<file path="config.mk">
export PLATFORM = sky130hd
export DESIGN_NAME = mac_dedup_cell
export DESIGN_NICKNAME = d
export VERILOG_FILES = /design/src/mac_dedup_pkg.sv /design/src/mac_dedup_cell.sv
export SDC_FILE = /design/constraint.sdc
export NUM_CORES = 1
export LEC_CHECK = 0
export BUFFER_PORTS_ARGS = -buffer_cell sky130_fd_sc_hd__buf_4
export CAP_MARGIN = 20
export CORE_ASPECT_RATIO = 0.7
export CORE_MARGIN = 4
export CORE_UTILIZATION = 24
export DETAILED_ROUTE_END_ITERATION = 10
export PLACE_DENSITY_LB_ADDON = 0.08
export SYNTH_ARGS = -nofsm -noshare
export SYNTH_HDL_FRONTEND = slang
export SYNTH_SLANG_ARGS = --single-unit
</file>
<file path="constraint.sdc">
create_clock -name clk -period 1.6 [get_ports clk]
set_clock_uncertainty 0.05 [all_clocks]
set_input_delay 0.4 -clock clk [delete_from_list [all_inputs] [get_ports clk]]
set_output_delay 0.4 -clock clk [all_outputs]
set_load 0.005 [all_outputs]
</file>
<file path="src/mac_dedup_pkg.sv">
// shared types and constants for the address dedup table
// no dependencies; imported by every module of the block
package mac_dedup_pkg;

  localparam int TABLE_DEPTH = 96;
  localparam int ADDR_W      = 48;
  localparam int COUNT_W     = $clog2(TABLE_DEPTH + 1);
  localparam int OUT_COUNT_W = 7;
  localparam int GROUP_SIZE  = 8;
  localparam int NUM_GROUPS  = (TABLE_DEPTH + GROUP_SIZE - 1) / GROUP_SIZE;

  localparam logic KIND_OBSERVE = 1'b0;
  localparam logic KIND_CLEAR   = 1'b1;

  localparam logic [1:0] STATUS_NEW     = 2'd0;
  localparam logic [1:0] STATUS_DUP     = 2'd1;
  localparam logic [1:0] STATUS_FULL    = 2'd2;
  localparam logic [1:0] STATUS_CLEARED = 2'd3;

  typedef struct packed {
    logic              kind;
    logic [ADDR_W-1:0] bssid;
  } req_t;

  typedef struct packed {
    logic [1:0]             status;
    logic [OUT_COUNT_W-1:0] distinct_count;
  } rsp_t;

  // control broadcast to every cell of the chain
  typedef struct packed {
    logic compare;
    logic shift;
  } cell_ctrl_t;

endpackage

</file>
<file path="src/mac_dedup_cell.sv">
// one entry of the table: holds an address, compares it, passes it on
// depends on mac_dedup_pkg
module mac_dedup_cell import mac_dedup_pkg::*; (
  input  logic              clk,
  input  cell_ctrl_t        ctrl,
  input  logic [ADDR_W-1:0] key,
  input  logic [ADDR_W-1:0] shift_in,
  input  logic              occupied,
  output logic [ADDR_W-1:0] entry,
  output logic              hit
);

  always_ff @(posedge clk) begin
    if (ctrl.shift) begin
      entry <= shift_in;
    end
    if (ctrl.compare) begin
      hit <= occupied && (entry == key);
    end
  end

endmodule

</file>
After elaboration in Yosys (flattened, before gate mapping). Index checks and enable logic that the tools add are counted.

Flip-flop bits (word level): 49. Input port bits: 100. Output and inout bits: 49. Logic and storage cells: 4.

Eq/ne operators: 1. Reduce and logical (&&, ||, !) cells: 1.

Operators by type and width (count): $eq 48x48->1 (1); $logic_and 1x1->1 (1).

Depth between registers and ports, before layout. Gate-level depths: netlist of the first run.

Depth in word-level cells: 2. Depth in mapped cells: 4. Depth with buffers taken out: 4.

Least setup slack after synthesis of the first run. Ideal clock, no wire load.

Path type: flip-flop to flip-flop. Start: register entry[44]. End: register hit (data pin). Arrival time: 1.394 ns. Slack: -0.014 ns. Cell stages (with the launch flop): 5. Path buffers: 0. Cell sequence: edfxtp_1 xnor2_1 o2111ai_1 or4_1 nor4_2.

Longest elaborated chain between the ends: 2.

RTL lines: start: declaration (RTL line mac_dedup_cell.sv:9) `output logic [ADDR_W-1:0] entry,`; start signal: assignment (RTL line mac_dedup_cell.sv:15) `entry <= shift_in;`; $eq 48x48->1 (RTL line mac_dedup_cell.sv:18) `hit <= occupied && (entry == key);`; $logic_and 1x1->1 (RTL line mac_dedup_cell.sv:18); end signal: assignment (RTL line mac_dedup_cell.sv:18); end: declaration (RTL line mac_dedup_cell.sv:10) `output logic hit`.

Every way passes these cells. A chain may end at the register's enable or synchronous reset.

Final worst setup path of the first run.
Start: register entry[6]. End: register hit (data pin).

Same word-level chain as after synthesis.

==> results of run 1 <==
timing repair:
action                                  in CTS  in global routing
pin swaps                                    1                  1
setup buffers                                1                  1
gates cloned                                 0                  0
gates resized for setup                      2                  2
endpoints found under the setup margin       1                  1
logic make-up after synthesis:
kind of cell | count (synthesis) | synth area share, %
flops | 49 | 72.55
xor+xnor | 42 | 18.14
simple gates | 20 | 6.416
compound gates | 5 | 1.974
buf+inv | 5 | 0.9255
power by group through the flow:
stage	sequential, mW	clock (mW)	combinational [mW]
final	1.60	0.984	0.561
after global routing	1.61	1.08	0.611
after CTS	1.60	1.03	0.564
after detailed placement	1.62	0	0.556
after global placement	1.62	0	0.558
after floorplan	1.63	0	0.109
final timing paths:
kind | start | endpoint | slack, ns
worst max-delay path | entry[6] | hit | -0.06
worst min-delay path | shift_in[11] | entry[11] | 0.24
worst max register to register | entry[6] | hit | -0.06
worst min register to register | entry[9] | hit | 0.74
cell type report:
cell class | count | share of cell area, %
clock buffers | 6 | 3.618
clock inverters | 1 | 0.1054
inverters | 5 | 0.5269
multi-input cells | 67 | 15.63
flip-flops and latches | 49 | 41.31
well taps | 101 | 3.548
repair buffers | 164 | 35.27
metal layers:
layer | up-vias | part of all wire, % | wire (µm) | global-route usage, %
li1 | 791 | - | - | -
met1 | 720 | 44 | 2558 | 14.86
met2 | 86 | 44 | 2585 | 16.89
met3 | 5 | 11 | 635 | 5.796
met4 | 0 | 0.64 | 37 | 2.234
met5 | - | 0 | 0 | 0
sequential cells by signal, indices dropped and copies added, names as in the netlist:
| signal | cells |
|---|---|
| hit | 1 |
| entry | 48 |
synth_stat cells:
| library cell | count | share of area (%) |
|---|---|---|
| inv_1 | 5 | 0.93 |
| a221oi_1 | 1 | 0.43 |
| nor4_1 | 8 | 2.5 |
| o221ai_1 | 1 | 0.43 |
| nand4_1 | 3 | 0.93 |
| xnor2_1 | 6 | 2.6 |
| a2111oi_0 | 1 | 0.43 |
| o21ai_0 | 1 | 0.25 |
| nor2b_1 | 3 | 0.93 |
| xor2_1 | 36 | 16 |
| nor3_1 | 1 | 0.25 |
| nand2b_1 | 2 | 0.62 |
| nand3_1 | 1 | 0.25 |
| nor4_2 | 1 | 0.62 |
| edfxtp_1 | 49 | 73 |
| o2111ai_1 | 1 | 0.43 |
| or4_1 | 1 | 0.37 |
==> key figures, run 1 <==
Cells and area
  • Most frequent cells in the layout: buf_4, edfxtp_1, xor2_1
  • Antenna cells: 0
  • Multi-input logic area: 556.8 µm²
  • Post-route cell area: 3562 µm²
  • Most common cell after layout, fill and taps aside: buf_4
  • Flip-flop and latch area: 1471 µm²
  • Finished Layout Cells: 393
  • Layout net count: 392
  • Share of cells above drive strength 1: 59.25%
  • Layout fillers: 756
  • Syn-to-layout area delta: 75.63%
  • Util after Layout: 44.30%

Yosys
  • Synth cell types: 17
  • Synthesized flop and latch total: 49
  • Mapped Cells: 121
  • Post-synthesis cell area: 2028 µm²
  • Syn nets: 221
  • Mean Syn Cell Area: 16.76 µm²
  • Register area share after synthesis: 72.55%
  • Yosys Warn Count: 0

Min path
  • Worst Hold Class: in -> reg
  • Hold Crit Depth: 1

Placed design
  • Placed Instances: 384
  • Post-detail-place hpwl: 4861 µm
  • Worst slack at placement: -0.2673 ns
  • Placed Area: 3396 µm²
  • Placer Congestion: 0.7126
  • Port Buffers: 148

Worst setup path
  • CP endpoint kind: flop
  • CP Data Required Time: 1.66 ns
  • Crit start category: flop
  • Crit path DAT: 1.72 ns
  • Cell family with most CP delay: simple AND/OR/NAND/NOR gates
  • CP max stage delay: 0.52 ns
  • Crit Path Max Fanout: 2
  • Worst R2R Path Depth: 4
  • Critical-path cell list: xnor2_1 > nand4_1 > or4_1 > nor4_2
  • Worst path slowest cell: or4_1
  • CP Class: reg -> reg
  • WP depth: 4
  • Worst path bufs/invs: 0

Route
  • Drt initial violations: 17
  • Routed vias: 1,602
  • DR WL/cell: 14.80 µm
  • DRC viols: 0
  • DR pass1 iterations: 4
  • Routed wire length: 5816 µm
  • Antenna-violating nets left: 0
  • Vias per cell: 4.076

Power
  • Pwr Total: 3.140 mW
  • Pwr dens: 881.5 nW/µm²
  • Flop pwr share: 50.8%
  • Clock power frac: 31.3%
  • Sw Pwr: 0.6689 mW
  • Logic pwr share: 17.9%
  • Max VDD drop: 0.3393 mV
  • Int Power: 2.471 mW
  • Net Sw Frac: 21.30%
  • Leakage: 1.561 nW

Clock tree
  • Clock slew at reported path FFs: 0.06 ns
  • H-tree lvl count: 2
  • Maximum clock path buffer count: 2
  • Total CTS buffers: 5
  • CTS sink count: 49
  • Root Driver: clkbuf_16
  • Hold_buf cts: 0
  • TritonCTS clock tree: done
  • Clock Latency Late Sink: 0.28 ns

Timing
  • Final worst-path cycle share: 103.8%
  • Unrepaired setup endpoints after global routing: yes
  • Final setup vio count: 1
  • Achievable frequency: 602.1 MHz
  • Fin. Hold Viols: 0
  • Sum Neg Setup Slack: -0.06082 ns
  • Hold WS: 0.2399 ns
  • Rel. slew slack: 78.74%
  • Setup ws final: -0.06082 ns
  • Final min period: 1.661 ns
  • Slew Limit Fails: 0
  • Slew @ Worst Pin: 0.3160 ns

Run status
  • Run status: finished with violations
  • Failing checks: negative setup slack

Floorplan
  • Row cnt: 27
  • Die area: 10,010 µm²
  • Ports: 149
  • Chip width: 117.9 µm
  • Die Span Y: 84.92 µm
  • Core footprint: 8040 µm²
  • Starting Density: 25.23%

Global route
  • Vias in the first global route: 1,713
  • Grt ovf: 0
  • Initial antenna violation count: 0
  • First-pass GRT wire length: 8866 µm
  • GRT Total Usage: 11.32%
  • Largest net degree at the start of global routing: 23

Flow run
  • Max Cap Viol: 0
Note: power is estimated with default switching activity, not from simulation.
==> run 2, diff against run 1 <==
clock period = 1.5 ns   (was 1.6 ns; I/O delays follow)
==> key figures, run 2 (synthesis gave the netlist of run 1 again) <==
Power
  • Leakage: 1.614 nW
  • Logic pwr share: 18.3%
  • Net Sw Frac: 21.16%
  • Clock power frac: 31.3%
  • Pwr dens: 930.1 nW/µm²
  • Max VDD drop: 0.3963 mV
  • Int Power: 2.667 mW
  • Flop pwr share: 50.4%
  • Sw Pwr: 0.7159 mW

Cells and area
  • Max reg flops: 48
  • Util after Layout: 45.24%
  • Syn-to-layout area delta: 79.33%
  • Most common cell after layout, fill and taps aside: buf_4
  • Post-route cell area: 3637 µm²
  • Top flop regs: entry (48), hit (1)
  • Share of cells above drive strength 1: 60.73%
  • Most frequent cells in the layout: buf_4, edfxtp_1, xor2_1
  • Antenna cells: 0
  • Layout net count: 402
  • Most flops, register: entry

Worst setup path
  • CP Class: reg -> reg
  • Crit Path Max Fanout: 2
  • CP endpoint kind: flop
  • Worst R2R Path Depth: 5
  • Crit start category: flop
  • CP Data Required Time: 1.56 ns
  • Crit path DAT: 1.70 ns

Timing
  • Final min period: 1.637 ns
  • Rel. slew slack: 76.96%
  • Fin. Hold Viols: 0
  • Achievable frequency: 610.7 MHz
  • Unrepaired setup endpoints after global routing: yes
  • Slew Limit Fails: 0
  • Slew @ Worst Pin: 0.3369 ns
  • Sum Neg Setup Slack: -0.1374 ns
  • Setup ws final: -0.1374 ns
  • Final worst-path cycle share: 109.2%
  • Final setup vio count: 1
  • Hold WS: 0.2180 ns

Run status
  • Failing checks: negative setup slack
  • Run status: finished with violations

Placed design
  • Post-detail-place hpwl: 4866 µm
  • Placed Area: 3486 µm²
  • Placer Congestion: 0.6797
  • Port Buffers: 148

Clock tree
  • Clock slew at reported path FFs: 0.06 ns
  • H-tree lvl count: 2
  • Hold_buf cts: 0
  • TritonCTS clock tree: done
  • Total CTS buffers: 5
  • Maximum clock path buffer count: 2
  • Post-CTS Setup Inserts: 0
  • CTS sink count: 49
  • Root Driver: clkbuf_16
  • Clock Latency Late Sink: 0.28 ns

Route
  • DR WL/cell: 14.29 µm
  • DR pass1 iterations: 3
  • Vias per cell: 3.990
  • DRC viols: 0
  • Antenna-violating nets left: 0
  • Routed vias: 1,612
  • Routed wire length: 5773 µm
  • Drt initial violations: 25

Global route
  • Met3 usage: 5.130%
  • Largest net degree at the start of global routing: 29
  • Grt ovf: 0
  • First-pass GRT wire length: 8928 µm
  • GRT Total Usage: 11.30%
  • GR Layer Usage met1: 14.20%
  • GR Util met2: 17.99%
  • GRT busiest layer: met2
  • Vias in the first global route: 1,812
  • Initial antenna violation count: 0

Min path
  • Hold Crit Depth: 1
  • Worst Hold Class: in -> reg

Floorplan
  • Row cnt: 27
  • Ports: 149
  • Chip width: 117.9 µm
  • Die Span Y: 84.92 µm
  • Core footprint: 8040 µm²
  • Starting Density: 25.23%
  • Die area: 10,010 µm²

Flow run
  • Max Cap Viol: 0
==> run 2: cell count changes in the layout (fill, tap and decap cells not counted) <==
cell,delta
buf_4,+10
a2111oi_0,+1
a2111oi_2,-1
clkinv_2,+2
clkinv_1,-1
==> run 2: worst paths after layout <==
path	from	to	slack, ns
worst max register to register	entry[29]	hit	-0.14
worst min-delay path	shift_in[27]	entry[27]	0.22
worst min register to register	entry[5]	hit	0.73
worst max-delay path	entry[29]	hit	-0.14
==> run 2: power groups by stage <==
stage / clock (mW) / combinational (mW) / sequential [mW]
floorplan: 0 / 0.116 / 1.74
global placement: 0 / 0.625 / 1.74
detailed placement: 0 / 0.625 / 1.73
CTS: 1.13 / 0.627 / 1.71
global route: 1.18 / 0.676 / 1.72
finish: 1.06 / 0.620 / 1.70
==> run 2: metrics by stage <==
| stage | total power [mW] | cells | worst slack, ns |
|---|---|---|---|
| after floorplan | 1.855 | 121 | 0.01631 |
| final | 3.383 | 404 | -0.1374 |
| after global placement | 2.360 | 396 | -0.3179 |
| after CTS | 3.463 | 404 | -0.1861 |
| after detailed placement | 2.360 | 396 | -0.2684 |
| after global routing | 3.577 | 404 | -0.2650 |
==> run 2: critical path, cell delays in order (launching register included) <==
cell and delay [ns]:
edfxtp_1 0.39, xor2_1 0.15, nor4_1 0.31, buf_4 0.16
nand4_1 0.14, nor4_2 0.26
==> run 2: final cells by class <==
class,count,area (µm²)
repair buffers,174,1331
fillers,755,4403
flip-flops and latches,49,1471
inverters,5,18.77
clock inverters,2,10.01
clock buffers,6,128.9
well taps,101,126.4
multi-input cells,67,550.5
==> run 2: repair_timing <==
| item | in CTS | in global routing |
|---|---|---|
| gates resized for setup | 0 | 2 |
| pin swaps | 1 | 0 |
| setup endpoints to repair | 1 | 1 |
==> run 2: layer usage <==
metal / part of all wire [%] / vias up
li1: - / 813
met1: 43 / 732
met2: 48 / 65
met3: 8.9 / 2
met4: 0.36 / 0
met5: 0 / -
==> run 3, diff against run 2 <==
RECOVER_POWER = 50   (was unset)
clock period = 1.97 ns   (was 1.5 ns; I/O delays follow)
==> key figures, run 3 (synthesis gave the netlist of run 1 again) <==
Worst setup path
  • CP Class: reg -> reg
  • Crit path DAT: 1.78 ns
  • CP max stage delay: 0.56 ns
  • Worst path slowest cell: or4_1
  • CP Data Required Time: 2.03 ns
  • Critical-path cell list: xnor2_1 > o2111ai_1 > or4_1 > nor4_2
  • Crit Path Max Fanout: 2
  • Crit start category: flop
  • CP endpoint kind: flop

Placed design
  • Placer Congestion: 0.6722
  • Port Buffers: 148
  • Post-detail-place hpwl: 4479 µm

Route
  • Met1 WL: 2381 µm
  • Met2 wire len: 2456 µm
  • DR WL met3: 568 µm
  • Max layer used: met4
  • DR pass1 iterations: 4
  • Drt initial violations: 28
  • DRC viols: 0
  • DR WL/cell: 14.35 µm
  • Vias per cell: 4.039
  • Antenna-violating nets left: 0
  • Routed wire length: 5452 µm
  • Routed vias: 1,535

Cells and area
  • Most frequent cells in the layout: buf_4, clkbuf_4, edfxtp_1
  • Max reg flops: 48
  • Most common cell after layout, fill and taps aside: buf_4
  • Layout net count: 379
  • Share of cells above drive strength 1: 56.27%
  • Antenna cells: 0
  • Most flops, register: entry
  • Syn-to-layout area delta: 68.54%
  • Top flop regs: entry (48), hit (1)

Power
  • Max VDD drop: 0.4102 mV
  • Pwr Total: 2.496 mW
  • Pwr dens: 730.3 nW/µm²
  • Leakage: 1.476 nW

Clock tree
  • Total CTS buffers: 5
  • Maximum clock path buffer count: 2
  • CTS sink count: 49
  • TritonCTS clock tree: done
  • H-tree lvl count: 2
  • Hold_buf cts: 0
  • Post-CTS sizing: 0
  • Clock slew at reported path FFs: 0.06 ns
  • Post-CTS Setup Inserts: 0
  • Clock Latency Late Sink: 0.28 ns
  • Root Driver: clkbuf_16

Timing
  • Slew Limit Fails: 0
  • Slew @ Worst Pin: 1.212 ns
  • Final min period: 1.716 ns
  • Rel. slew slack: 19.22%
  • Final setup vio count: 0
  • Unrepaired setup endpoints after global routing: no
  • Fin. Hold Viols: 0
  • Achievable frequency: 582.8 MHz
  • Final worst-path cycle share: 87.10%
  • Sum Neg Setup Slack: 0 ns
  • Hold WS: 0.3555 ns

Floorplan
  • Die Span Y: 84.92 µm
  • Starting Density: 25.23%
  • Ports: 149
  • Die area: 10,010 µm²
  • Chip width: 117.9 µm
  • Row cnt: 27
  • Core footprint: 8040 µm²

Min path
  • Worst Hold Class: in -> reg

Global route
  • First-pass GRT wire length: 8349 µm
  • Vias in the first global route: 1,624
  • GRT Total Usage: 10.75%
  • Initial antenna violation count: 0
  • Grt ovf: 0
  • Largest net degree at the start of global routing: 49

Flow run
  • Max Cap Viol: 0

Run status
  • Run status: completed
==> run 3: cell types whose count changed in the layout (fill, tap and decap cells not counted), moves of 2 or more <==
cell	change
clkinv_2	-2
buf_4	-72
clkbuf_4	+50
buf_12	-2
nor4_1	+2
nor4_2	-2
==> run 3: path summary, 6_finish.rpt <==
check,end,start,cells past startpoint,slack [ns]
worst max register to register,hit,entry[12],4,0.25
worst max-delay path,hit,entry[12],4,0.25
worst min register to register,hit,entry[5],3,0.76
worst min-delay path,entry[0],shift_in[0],1,0.36
==> run 3: metrics by stage <==
| step | instance area, µm² | std cells | worst slack (ns) | utilization (%) |
|---|---|---|---|---|
| final | 3418 | 380 | 0.2541 | 42.51 |
| after global routing | 3418 | 380 | 0.05547 | 42.51 |
| after CTS | 3433 | 380 | 0.2112 | 42.70 |
| after detailed placement | 3301 | 373 | 0.04634 | 41.05 |
| after global placement | 3301 | 373 | 0.06995 | 41.05 |
| after floorplan | 2028 | 121 | 0.2797 | - |
==> run 3: worst max-delay path, delay by kind of cell, from the launching register on <==
kind,cells,cell delay (ns)
AO/OA/AOI/OAI,1,0.11
flip-flops,1,0.41
AND/OR/NAND/NOR,2,0.82
XOR/XNOR,1,0.16
==> run 3: final cells by class <==
cell class	count	area, µm²
clock buffer	6	128.9
tap	101	126.4
fill	773	4622
clock inverter	1	3.754
timing repair buffer	151	1131
inverter	5	18.77
multi-input combinational	67	538.0
sequential	49	1471
==> run 3: metal layers <==
metal	vias up	track usage [%]
met5	-	0
met4	0	3.191
met3	5	5.063
met2	86	16.27
met1	680	13.78
li1	764	-
==> run 3: where the power goes <==
group	internal (mW)	switching (mW)
Clock	0.460	0.334
Sequential	1.24	0.0563
Combinational	0.268	0.134
Total	1.97	0.524
